===== src/rtl/bcs_pkg.sv =====
`timescale 1ns / 1ps
// ----------------------------------------------------------------------------
// bcs_pkg
// Shared types, constants and functions of the Bech32 checksum engine.
// ----------------------------------------------------------------------------
package bcs_pkg;

   // Queue between the front and back parts.
   localparam int QDEPTH = 4;
   localparam int QAW    = $clog2(QDEPTH);

   // Generator rows of the BCH residue update.
   localparam logic [4:0][29:0] GEN = {
      30'h2a1462b3, 30'h3d4233dd, 30'h1ea119fa, 30'h26508e6d, 30'h3b6a57b2
   };

   // Alphabet characters, symbol 0 in the lowest slot.
   localparam logic [31:0][6:0] ALPHABET = {
      7'h6c, 7'h37, 7'h61, 7'h75, 7'h6d, 7'h36, 7'h65, 7'h63,
      7'h68, 7'h6b, 7'h34, 7'h35, 7'h6e, 7'h6a, 7'h33, 7'h73,
      7'h30, 7'h77, 7'h64, 7'h76, 7'h74, 7'h32, 7'h66, 7'h67,
      7'h38, 7'h78, 7'h39, 7'h79, 7'h72, 7'h7a, 7'h70, 7'h71
   };

   localparam logic [29:0] RESIDUE_ONE = 30'd1;

   // One classified request as it travels through the queue.
   typedef struct packed {
      logic       good;
      logic [4:0] sym;
      logic       last;
   } entry_type;

   // Queue status seen by both sides.
   typedef struct packed {
      logic full;
      logic empty;
   } qstat_type;

   // Result of mapping a character through the alphabet.
   typedef struct packed {
      logic       good;
      logic [4:0] sym;
   } lookup_type;

   // One step of the residue: shift in a symbol, fold the top group back.
   function automatic logic [29:0] absorb(input logic [29:0] r, input logic [4:0] sym);
      logic [29:0] n;
      n = {r[24:0], 5'b0} ^ {25'b0, sym};
      for (int b = 0; b < 5; b++) begin
         if (r[25 + b]) begin
            n = n ^ GEN[b];
         end
      end
      return n;
   endfunction

   // Map an ASCII code to its symbol; upper case maps like lower case.
   function automatic lookup_type char_to_sym(input logic [7:0] ch);
      lookup_type  res;
      logic [6:0]  lc;
      res = '0;
      lc  = ch[6:0];
      if (lc >= 7'h41 && lc <= 7'h5a) begin
         lc = lc + 7'h20;
      end
      for (int i = 0; i < 32; i++) begin
         if (ALPHABET[i] == lc) begin
            res.good = 1'b1;
            res.sym  = 5'(i);
         end
      end
      if (ch[7]) begin
         res.good = 1'b0;
      end
      return res;
   endfunction

endpackage


===== src/rtl/bcs_front.sv =====
`timescale 1ns / 1ps
// ----------------------------------------------------------------------------
// bcs_front
// Accepts requests, maps characters to symbols and feeds the queue.
// ----------------------------------------------------------------------------
module bcs_front import bcs_pkg::*; (
   input  logic       clock,
   input  logic       reset,
   input  logic       req_valid,
   output logic       req_stall,
   input  logic       req_func,
   input  logic [7:0] req_value,
   input  logic       req_last,
   input  qstat_type  q_stat,
   output logic       push_valid,
   output entry_type  push_entry
);

   logic       fr_valid_ff, fr_valid_in;
   entry_type  fr_entry_ff, fr_entry_in;
   lookup_type look;
   logic       accept;

   // The holding stage stalls only when it is full and the queue is full.
   assign req_stall = fr_valid_ff && q_stat.full;
   assign accept    = req_valid && !req_stall;

   // Classify the request: a raw symbol is always good.
   always_comb begin
      look = char_to_sym(req_value);
      fr_entry_in.last = req_last;
      if (req_func) begin
         fr_entry_in.good = look.good;
         fr_entry_in.sym  = look.sym;
      end else begin
         fr_entry_in.good = 1'b1;
         fr_entry_in.sym  = req_value[4:0];
      end
   end

   // The stage empties into the queue whenever the queue has room.
   always_comb begin
      if (accept) begin
         fr_valid_in = 1'b1;
      end else if (!q_stat.full) begin
         fr_valid_in = 1'b0;
      end else begin
         fr_valid_in = fr_valid_ff;
      end
   end

   always_ff @(posedge clock) begin
      if (reset) begin
         fr_valid_ff <= 1'b0;
      end else begin
         fr_valid_ff <= fr_valid_in;
      end
   end

   always_ff @(posedge clock) begin
      if (accept) begin
         fr_entry_ff <= fr_entry_in;
      end
   end

   assign push_valid = fr_valid_ff;
   assign push_entry = fr_entry_ff;

endmodule


===== src/rtl/bcs_queue.sv =====
`timescale 1ns / 1ps
// ----------------------------------------------------------------------------
// bcs_queue
// Short first-in first-out queue between the front and back parts.
// ----------------------------------------------------------------------------
module bcs_queue import bcs_pkg::*; (
   input  logic       clock,
   input  logic       reset,
   input  logic       push_valid,
   input  entry_type  push_entry,
   input  logic       pop_req,
   output entry_type  head_entry,
   output qstat_type  q_stat
);

   entry_type      mem_ff [QDEPTH];
   logic [QAW-1:0] wr_ptr_ff, wr_ptr_in;
   logic [QAW-1:0] rd_ptr_ff, rd_ptr_in;
   logic [QAW:0]   count_ff, count_in;
   logic           do_push, do_pop;

   assign q_stat.full  = (count_ff == (QAW+1)'(QDEPTH));
   assign q_stat.empty = (count_ff == '0);
   assign do_push      = push_valid && !q_stat.full;
   assign do_pop       = pop_req && !q_stat.empty;
   assign head_entry   = mem_ff[rd_ptr_ff];

   // Pointer and fill count updates.
   always_comb begin
      wr_ptr_in = do_push ? wr_ptr_ff + 1'b1 : wr_ptr_ff;
      rd_ptr_in = do_pop  ? rd_ptr_ff + 1'b1 : rd_ptr_ff;
      count_in  = count_ff;
      if (do_push && !do_pop) begin
         count_in = count_ff + 1'b1;
      end else if (do_pop && !do_push) begin
         count_in = count_ff - 1'b1;
      end
   end

   always_ff @(posedge clock) begin
      if (reset) begin
         wr_ptr_ff <= '0;
         rd_ptr_ff <= '0;
         count_ff  <= '0;
      end else begin
         wr_ptr_ff <= wr_ptr_in;
         rd_ptr_ff <= rd_ptr_in;
         count_ff  <= count_in;
      end
   end

   // Entry storage.
   always_ff @(posedge clock) begin
      if (do_push) begin
         mem_ff[wr_ptr_ff] <= push_entry;
      end
   end

endmodule


===== src/rtl/bcs_back.sv =====
`timescale 1ns / 1ps
// ----------------------------------------------------------------------------
// bcs_back
// Runs the residue, finishes each message and drives the response register.
// ----------------------------------------------------------------------------
module bcs_back import bcs_pkg::*; (
   input  logic       clock,
   input  logic       reset,
   input  logic       csr_we,
   input  logic       csr_wdata,
   input  entry_type  head_entry,
   input  qstat_type  q_stat,
   output logic       pop_req,
   output logic       rsp_valid,
   input  logic       rsp_stall,
   output logic [4:0] rsp_symbol,
   output logic [6:0] rsp_symbol_char,
   output logic       rsp_checksum_ok,
   output logic       rsp_bad_char,
   output logic       rsp_last_symbol
);

   localparam logic [1:0] ST_IDLE = 2'd0;
   localparam logic [1:0] ST_VER  = 2'd1;
   localparam logic [1:0] ST_ZERO = 2'd2;
   localparam logic [1:0] ST_EMIT = 2'd3;

   logic        mode_ff;
   logic [29:0] residue_ff, residue_in;
   logic        bad_ff, bad_in;
   logic [1:0]  state_ff, state_in;
   logic [2:0]  cnt_ff, cnt_in;
   logic [29:0] fin_r_ff, fin_r_in;
   logic        fin_bad_ff, fin_bad_in;
   logic        out_valid_ff, out_valid_in;
   logic [4:0]  out_sym_ff, out_sym_in;
   logic [6:0]  out_char_ff, out_char_in;
   logic        out_ok_ff, out_ok_in;
   logic        out_bad_ff, out_bad_in;
   logic        out_last_ff, out_last_in;
   logic        out_free, out_load;
   logic [29:0] res_next;
   logic        bad_next;

   // Mode register.
   always_ff @(posedge clock) begin
      if (reset) begin
         mode_ff <= 1'b0;
      end else if (csr_we) begin
         mode_ff <= csr_wdata;
      end
   end

   // A last request waits until the finisher is free.
   assign pop_req  = !q_stat.empty && (!head_entry.last || state_ff == ST_IDLE);
   assign out_free = !out_valid_ff || !rsp_stall;

   // Residue and sticky flag after the head request.
   always_comb begin
      res_next = head_entry.good ? absorb(residue_ff, head_entry.sym) : residue_ff;
      bad_next = bad_ff || !head_entry.good;
      residue_in = residue_ff;
      bad_in     = bad_ff;
      if (pop_req) begin
         if (head_entry.last) begin
            residue_in = RESIDUE_ONE;
            bad_in     = 1'b0;
         end else begin
            residue_in = res_next;
            bad_in     = bad_next;
         end
      end
   end

   // Finisher sequencer: verify reports once, create absorbs six zeros and
   // then emits six symbols, high group first.
   always_comb begin
      state_in    = state_ff;
      cnt_in      = cnt_ff;
      fin_r_in    = fin_r_ff;
      fin_bad_in  = fin_bad_ff;
      out_load    = 1'b0;
      out_sym_in  = 5'd0;
      out_char_in = 7'd0;
      out_ok_in   = 1'b0;
      out_last_in = 1'b0;
      unique case (state_ff)
         ST_IDLE: begin
            if (pop_req && head_entry.last) begin
               fin_r_in   = res_next;
               fin_bad_in = bad_next;
               cnt_in     = 3'd0;
               state_in   = mode_ff ? ST_ZERO : ST_VER;
            end
         end
         ST_VER: begin
            if (out_free) begin
               out_load    = 1'b1;
               out_ok_in   = (fin_r_ff == RESIDUE_ONE);
               out_last_in = 1'b1;
               state_in    = ST_IDLE;
            end
         end
         ST_ZERO: begin
            if (cnt_ff == 3'd5) begin
               fin_r_in = absorb(fin_r_ff, 5'd0) ^ RESIDUE_ONE;
               cnt_in   = 3'd0;
               state_in = ST_EMIT;
            end else begin
               fin_r_in = absorb(fin_r_ff, 5'd0);
               cnt_in   = cnt_ff + 3'd1;
            end
         end
         ST_EMIT: begin
            if (out_free) begin
               out_load    = 1'b1;
               out_sym_in  = fin_r_ff[29:25];
               out_char_in = ALPHABET[fin_r_ff[29:25]];
               out_last_in = (cnt_ff == 3'd5);
               fin_r_in    = {fin_r_ff[24:0], 5'b0};
               if (cnt_ff == 3'd5) begin
                  state_in = ST_IDLE;
               end else begin
                  cnt_in = cnt_ff + 3'd1;
               end
            end
         end
         default: begin
            state_in = ST_IDLE;
         end
      endcase
   end

   assign out_bad_in   = fin_bad_ff;
   assign out_valid_in = out_load ? 1'b1 : (out_free ? 1'b0 : out_valid_ff);

   always_ff @(posedge clock) begin
      if (reset) begin
         residue_ff   <= RESIDUE_ONE;
         bad_ff       <= 1'b0;
         state_ff     <= ST_IDLE;
         cnt_ff       <= 3'd0;
         out_valid_ff <= 1'b0;
      end else begin
         residue_ff   <= residue_in;
         bad_ff       <= bad_in;
         state_ff     <= state_in;
         cnt_ff       <= cnt_in;
         out_valid_ff <= out_valid_in;
      end
   end

   // Finisher and response payload.
   always_ff @(posedge clock) begin
      fin_r_ff   <= fin_r_in;
      fin_bad_ff <= fin_bad_in;
      if (out_load) begin
         out_sym_ff  <= out_sym_in;
         out_char_ff <= out_char_in;
         out_ok_ff   <= out_ok_in;
         out_bad_ff  <= out_bad_in;
         out_last_ff <= out_last_in;
      end
   end

   assign rsp_valid       = out_valid_ff;
   assign rsp_symbol      = out_sym_ff;
   assign rsp_symbol_char = out_char_ff;
   assign rsp_checksum_ok = out_ok_ff;
   assign rsp_bad_char    = out_bad_ff;
   assign rsp_last_symbol = out_last_ff;

endmodule


===== src/rtl/bech32_checksum_engine_core.sv =====
`timescale 1ns / 1ps
// ----------------------------------------------------------------------------
// bech32_checksum_engine_core
// Bech32 BCH checksum engine: verifies or creates the six-symbol checksum.
// ----------------------------------------------------------------------------
// Usage:
//   Each request carries either a raw 5-bit symbol (func 0, used for the
//   expanded human-readable part) or a data character (func 1). The request
//   marked last ends the message. Both channels move a request when valid is
//   high and stall is low. The csr port writes the mode: 0 verify, 1 create.
//   Verify mode gives one response with checksum_ok; create mode gives six
//   responses with the checksum symbols and their characters. bad_char
//   flags any character outside the alphabet in the message.
//   Throughput is one request per cycle while req_stall is low. A last
//   request leaves the queue only while the finisher is idle. The first
//   response passes the front holding stage, the queue, the finisher and
//   the response register. The create finisher absorbs six zeros and then
//   emits six symbols; the verify finisher gives one response. A following
//   last request waits in the queue while the finisher is busy. Other
//   requests keep flowing meanwhile.
//   Reset clears the residue to one, the flag, the queue and the mode.
//   When the receiver stalls the response register holds its value; the
//   queue fills and then req_stall rises.
// ----------------------------------------------------------------------------
module bech32_checksum_engine_core import bcs_pkg::*; (
   input  logic       clock,
   input  logic       reset,
   input  logic       csr_we,
   input  logic       csr_wdata,
   input  logic       req_valid,
   output logic       req_stall,
   input  logic       req_func,
   input  logic [7:0] req_value,
   input  logic       req_last,
   output logic       rsp_valid,
   input  logic       rsp_stall,
   output logic [4:0] rsp_symbol,
   output logic [6:0] rsp_symbol_char,
   output logic       rsp_checksum_ok,
   output logic       rsp_bad_char,
   output logic       rsp_last_symbol
);

   logic      push_valid;
   entry_type push_entry;
   entry_type head_entry;
   qstat_type q_stat;
   logic      pop_req;

   // Front part: accept and classify.
   bcs_front u_front (
      .clock      (clock),
      .reset      (reset),
      .req_valid  (req_valid),
      .req_stall  (req_stall),
      .req_func   (req_func),
      .req_value  (req_value),
      .req_last   (req_last),
      .q_stat     (q_stat),
      .push_valid (push_valid),
      .push_entry (push_entry)
   );

   // Queue between the two parts.
   bcs_queue u_queue (
      .clock      (clock),
      .reset      (reset),
      .push_valid (push_valid),
      .push_entry (push_entry),
      .pop_req    (pop_req),
      .head_entry (head_entry),
      .q_stat     (q_stat)
   );

   // Back part: residue, finisher and response register.
   bcs_back u_back (
      .clock           (clock),
      .reset           (reset),
      .csr_we          (csr_we),
      .csr_wdata       (csr_wdata),
      .head_entry      (head_entry),
      .q_stat          (q_stat),
      .pop_req         (pop_req),
      .rsp_valid       (rsp_valid),
      .rsp_stall       (rsp_stall),
      .rsp_symbol      (rsp_symbol),
      .rsp_symbol_char (rsp_symbol_char),
      .rsp_checksum_ok (rsp_checksum_ok),
      .rsp_bad_char    (rsp_bad_char),
      .rsp_last_symbol (rsp_last_symbol)
   );

   // The queue is never full and empty at once.
   assert property (@(posedge clock) disable iff (reset) !(q_stat.full && q_stat.empty))
      else $error("queue reports full and empty together");

   // A passing verify result is always the final response of its run.
   assert property (@(posedge clock) disable iff (reset)
      rsp_valid && rsp_checksum_ok |-> rsp_last_symbol)
      else $error("checksum_ok on a response that is not last");

   // Responses before the last one are create-mode symbols with a character.
   assert property (@(posedge clock) disable iff (reset)
      rsp_valid && !rsp_last_symbol |-> rsp_symbol_char != 7'd0 && !rsp_checksum_ok)
      else $error("non-final response without a checksum character");

   // No response is offered right after reset.
   assert property (@(posedge clock) reset |=> !rsp_valid)
      else $error("response valid after reset");

endmodule


===== config.mk =====
export PLATFORM = sky130hd
export DESIGN_NAME = bech32_checksum_engine_core
export DESIGN_NICKNAME = d
export VERILOG_FILES = /design/src/rtl/bcs_pkg.sv /design/src/rtl/bcs_front.sv /design/src/rtl/bcs_queue.sv /design/src/rtl/bcs_back.sv /design/src/rtl/bech32_checksum_engine_core.sv
export SDC_FILE = /design/constraint.sdc
export NUM_CORES = 1
export LEC_CHECK = 0
export BUFFER_PORTS_ARGS = -buffer_cell sky130_fd_sc_hd__buf_4
export CAP_MARGIN = 10
export CORE_MARGIN = 2
export CORE_UTILIZATION = 45
export DETAILED_ROUTE_END_ITERATION = 8
export GPL_TIMING_DRIVEN = 0
export PLACE_DENSITY = 0.66
export SKIP_CTS_REPAIR_TIMING = 1
export SYNTH_ARGS = -nofsm -noshare
export SYNTH_HDL_FRONTEND = slang
export SYNTH_SLANG_ARGS = --single-unit

===== constraint.sdc =====
create_clock -name clock -period 4.6 [get_ports clock]
set_input_delay 0.92 -clock clock [delete_from_list [all_inputs] [get_ports clock]]
set_output_delay 0.92 -clock clock [all_outputs]
set_load 0.02 [all_outputs]

-- Word-level counts from Yosys, hierarchy flattened
Memories as Yosys holds them, arrays and structs flattened. A register that Yosys moved wholly into a read port is not among the register bits.
Index checks and enable logic that the tools add are counted.
- add/sub/neg operators: 6
- order comparisons: 2
- equal/unequal tests: 45
- muxes and demuxes: 100
- bitwise logic cells: 16
- reduce and logical (&&, ||, !) cells: 34
- operators with widths (operator ; number):
    30-bit two-way mux ; 34
    6-bit two-way mux ; 32
    7-bit == test, first input constant ; 23
    30-bit case mux with 3 select lines ; 1
    29-bit two-way mux ; 3
    6-bit by 7-bit == test with 1-bit output, first input constant ; 9
    17-bit NOT ; 3
    16-bit NOT ; 3
    14-bit NOT ; 3
    13-bit NOT ; 3
    18-bit NOT ; 2
    30-bit by 1-bit == test with 1-bit output, second input constant ; 1
    30-bit by 5-bit bitwise XOR with 30-bit output ; 1
    3-bit two-way mux ; 6
    2-bit two-way mux ; 8
    1-bit two-way mux ; 11
    1-bit logical NOT ; 10
    1-bit logical AND ; 9
    3-bit case mux with 3 select lines ; 1
    2-bit by 1-bit inequality test with 1-bit output, second input constant ; 4
    2-bit case mux with 4 select lines ; 1
    7-bit by 6-bit adder with 7-bit output, second input constant ; 1
    7-bit >= comparator, second input constant ; 1
    7-bit less-or-equal comparator, second input constant ; 1
    21 further kinds ; 32
- flip-flop bits (word level): 92
- RAM bits: 28
- memory bits (read-only): 224
- output and inout port bits: 17
- memories: 2
- memory list (name ; words ; bits a word ; read ports ; clocked after Yosys merged registers in ; wr ports ; RTL line ; source):
    (name not given) ; 32 ; 7 ; 1 ; 1 ; 0 ; bcs_back.sv:118 ; out_char_in = ALPHABET[fin_r_ff[29:25]];
    u_queue.mem_ff ; 4 ; 7 ; 1 ; 1 ; 1 ; bcs_queue.sv:16 ; entry_type mem_ff [QDEPTH];

-- Longest topological paths before layout
- depth after elaboration: 37
- depth in mapped cells: 11
- gate-level depth less buffers: 9

-- Modules after synthesis
From an unflattened synthesis, not the netlist that was laid out.
- cells, all modules: 737
- area total of the unflattened synthesis: 7672.4 µm²
- by module, submodules not included (module ; times used ; cells an instance ; area each (µm²)):
    bcs_back ; 1 ; 493 ; 4938.5
    bcs_queue ; 1 ; 85 ; 1477.7
    bcs_front ; 1 ; 159 ; 1256.2

-- Least setup slack after synthesis
Ideal clock, no wire load.
- kind: input to register
- from: input req_value[5]
- to: register u_front.fr_entry_ff, in the netlist u_front.push_entry[2], data pin
- setup time: 0.272 ns
- data arrival time: 3.056 ns
- path slack: 1.272 ns
- cell stages on the path: 10
- buffers on the path: 1
- path through: clkbuf_1 -> inv_1 -> ha_1 -> o2111ai_1 -> nand2b_1 -> a22oi_4 -> mux2i_1 -> a221o_1 -> a2111oi_2 -> a211oi_2
- RTL lines (what ; RTL line ; source):
    start: declaration ; bech32_checksum_engine_core.sv:33 ; input logic [7:0] req_value,
    end signal: assignment ; bcs_front.sv:62 ; fr_entry_ff <= fr_entry_in;
    end: declaration ; bcs_front.sv:20 ; entry_type fr_entry_ff, fr_entry_in;

-- Worst setup path after layout
- from: register u_queue.count_ff[0]
- to: register u_queue.count_ff[2]
- longest elaborated chain between the ends: 7
- RTL lines (what ; RTL line ; source):
    start: declaration ; bcs_queue.sv:19 ; logic [QAW:0] count_ff, count_in;
    start signal: assignment ; bcs_queue.sv:48 ; count_ff <= count_in;
    parallel branches: the longest is 7 deep, another holds 3-bit by 1-bit subtractor with 3-bit output ; -- ;
Several ways; the timed one is not identified. The select of a mux whose other input is x is not followed.
A chain may end at the register's enable or synchronous reset.

==> impl_metrics.env <==
export IMPL_finalSetupTns_ps=0
export IMPL_yosys_warnings=0
export IMPL_placed_area_sq_mm=0.00793
export IMPL_finalMaxSlewViolations=0
export IMPL_cts_reportedPaths_clkPinSlew_ps=60
export IMPL_layout_drive_gt1_share_pct=11.7
export IMPL_viasPerCell=5.52
export IMPL_numCtsBuffers=17
export IMPL_cap_violations=0
export IMPL_hpwl_um=12700
export IMPL_p_seq_share_pct=32.9
export IMPL_ioPinCount=33
export IMPL_critPathRequiredTime_ps=4950
export IMPL_clk_insertion_delay_late_ps=420
export IMPL_cp_max_fo=10
export IMPL_ys_top_cells_by_area="edfxtp_1 33%, dfxtp_1 13%, xnor2_1 9.3%"
export IMPL_nets=845
export IMPL_core_area_sq_mm=0.0160
export IMPL_gp_congestion=0.881
export IMPL_layout_common_cells="114 x nor2_1, 81 x edfxtp_1, 79 x xnor2_1"
export IMPL_synthesis_nets=796
export IMPL_drcViolationCount=0
export IMPL_path_cells="nor3_1, a21o_1, clkbuf_1, clkbuf_1, ha_1, inv_1, fa_1, xor2_1, or3_1, a21oi_1"
export IMPL_finClkSkew_ps=6.28
export IMPL_yosysTopAreaCellShare_pct=32.8
export IMPL_fp_dieH_um=132
export IMPL_critPathMaxStageDelay_ps=910
export IMPL_crit_buf_inv=3
export IMPL_min_to="u_back.rsp_bad_char"
export IMPL_power_density_mw_per_mm2=629
export IMPL_cts_tree="yes"
export IMPL_start_util_pct=46.4
export IMPL_critPathLaunchType="register"
export IMPL_p_comb_share_pct=42.7
export IMPL_antenna_found_initial=0
export IMPL_hold_depth=0
export IMPL_rsz0062_at_grt="no"
export IMPL_grt_overflow=0
export IMPL_power_leakage_nw=2.98
export IMPL_rows=46
export IMPL_hold_violations=0
export IMPL_fin_ws_ps=986
export IMPL_fin_crit_sh_pct=78.6
export IMPL_drt_wl_total_um=17500
export IMPL_worstHoldPathType="register to register"
export IMPL_wl_per_cell_um=16.8
export IMPL_drtIter0Drc=435
export IMPL_relSlewSlack_pct=25.9
export IMPL_grt_pass1_vias=5478
export IMPL_dieArea_sq_mm=0.0175
export IMPL_ir_drop_v=0.000313
export IMPL_period_needed_ps=3610
export IMPL_yosys_area_top_type="edfxtp_1"
export IMPL_ys_seq_area_share_pct=45.7
export IMPL_grt_usage_pct=20.2
export IMPL_total_power_w=0.00535
export IMPL_hp_start="u_back.fin_bad_ff"
export IMPL_grt_max_degree=21
export IMPL_clockBufferDepth=2
export IMPL_die_w_um=132
export IMPL_dp_slack_ps=797
export IMPL_max_clock_freq_mhz=277
export IMPL_criticalPathCategory="register to register"
export IMPL_sw_frac_of_total_pct=39.2
export IMPL_status="complete, no violations"
export IMPL_area_growth_pct=14.5
export IMPL_r2r_end="u_queue.count_ff[2]"
export IMPL_synth_cells=765
export IMPL_final_common_cell="nor2_1"
export IMPL_crit_family="simple AND/OR/NAND/NOR gates"
export IMPL_grt_pass1_wl_um=28200
export IMPL_synth_distinct_cells=71
export IMPL_vias=5760
export IMPL_clockPowerShare_pct=24.4
export IMPL_cts_root_buffer="clkbuf_16"
export IMPL_async_flop_share_pct=0
export IMPL_antenna_cells=0
export IMPL_worst_pin_slew_ps=1100
export IMPL_power_switching_w=0.00210
export IMPL_worstReg2RegStart="u_queue.count_ff[0]"
export IMPL_crit_path_end_kind="register"
export IMPL_setup_violations=0
export IMPL_synth_edf_count=81
export IMPL_io_buffers=29
export IMPL_cp_arrival_ps=3960
export IMPL_nFillCells=1497
export IMPL_synth_area_sq_mm=0.00742
export IMPL_cts_htree_levels=4
export IMPL_synth_area_per_cell_sq_um=9.71
export IMPL_stdcell_area_sq_mm=0.00850
export IMPL_ys_ff_latch=129
export IMPL_yosys_most_used_dff="edfxtp_1"
export IMPL_crit_slowest_cell="nor3_1"
export IMPL_p_int_w=0.00326
export IMPL_clock_sinks=129
export IMPL_reg2reg_depth=10
export IMPL_firstDrtPassIters=5
export IMPL_cpMostUsedCell="clkbuf_1"
export IMPL_regToRegSetupSlack_ps=990
export IMPL_antenna_left=0
-- registers in the layout, summed over array words and instances (netlist names), 3 cells and up, named ones only --
signal	flops
u_back.rsp_symbol_char	7
u_back.rsp_symbol	5
u_back.residue_ff	30
u_back.fin_r_ff	30
u_front.push_entry	7
u_back.cnt_ff	3
u_queue.mem_ff	28
u_queue.count_ff	3
-- Yosys cell counts, types with 10 or more instances --
master	instances
ha_1	14
clkbuf_1	38
a22oi_1	23
o21ai_0	38
edfxtp_1	81
dfxtp_1	48
inv_1	13
nor2_1	115
o22ai_1	12
xnor2_1	79
xor2_1	28
a21oi_1	50
nor3_1	10
nand2_1	64
-- cell type report --
type | instances | area (sq um) | share of cell area [%]
Clock inverter | 10 | 78.8 | 0.927
Clock buffer | 22 | 495 | 5.83
Multi-Input combinational cell | 567 | 3750 | 44.1
Tap cell | 216 | 270 | 3.18
Inverter | 15 | 56.3 | 0.662
Timing Repair Buffer | 30 | 233 | 2.74
Sequential cell | 129 | 3390 | 39.9
Buffer | 54 | 229 | 2.69
-- logic make-up (layout without fill, tap and decap cells) --
family,after synthesis,after routing,share of synthesized area [%]
adder cells (fa/ha/maj),15,15,2.63
AND/OR/NAND/NOR,252,252,15.6
buffers and inverters,69,131,3.84
multiplexers,20,20,3.84
flip-flops,129,129,45.7
XOR/XNOR,107,107,12.6
AO/OA/AOI/OAI,173,173,15.8
-- layer usage --
metal | global-route usage, % | vias up | part of all wire [%]
met5 | 0 | - | 0
li1 | - | 2809 | -
met1 | 26.5 | 2765 | 45
met4 | 6.33 | 0 | 1.9
met2 | 33.4 | 163 | 48
met3 | 4.67 | 23 | 5.0
-- per-stage QoR --
stage	instances	hold slack [ps]	utilization, %
after CTS	1043	434	53.2
after detailed placement	1011	422	49.6
after global placement	1010	426	49.5
after global routing	1043	449	53.2
after floorplan	765	400	-
final	1043	431	53.2
-- power by group through the flow --
stage,sequential (W),combinational [W],clock [W]
floorplan,0.00176,0.00166,0
global placement,0.00179,0.00222,0
detailed placement,0.00178,0.00226,0
CTS,0.00176,0.00228,0.00133
global route,0.00179,0.00250,0.00138
finish,0.00176,0.00228,0.00131
-- worst max-delay path by stage --
stage	to	cells after the start	from	slack, ps
floorplan	u_front.push_entry[2]	10	req_value[5]	1270
global placement	u_back.fin_r_ff[19]	5	register	400
detailed placement	u_front.push_entry[2]	11	req_value[5]	800
CTS	u_queue.count_ff[2]	10	u_queue.count_ff[0]	970
global route	u_queue.count_ff[2]	10	u_queue.count_ff[0]	720
finish	u_queue.count_ff[2]	10	u_queue.count_ff[0]	990
Power figures use the tool's default switching activity.
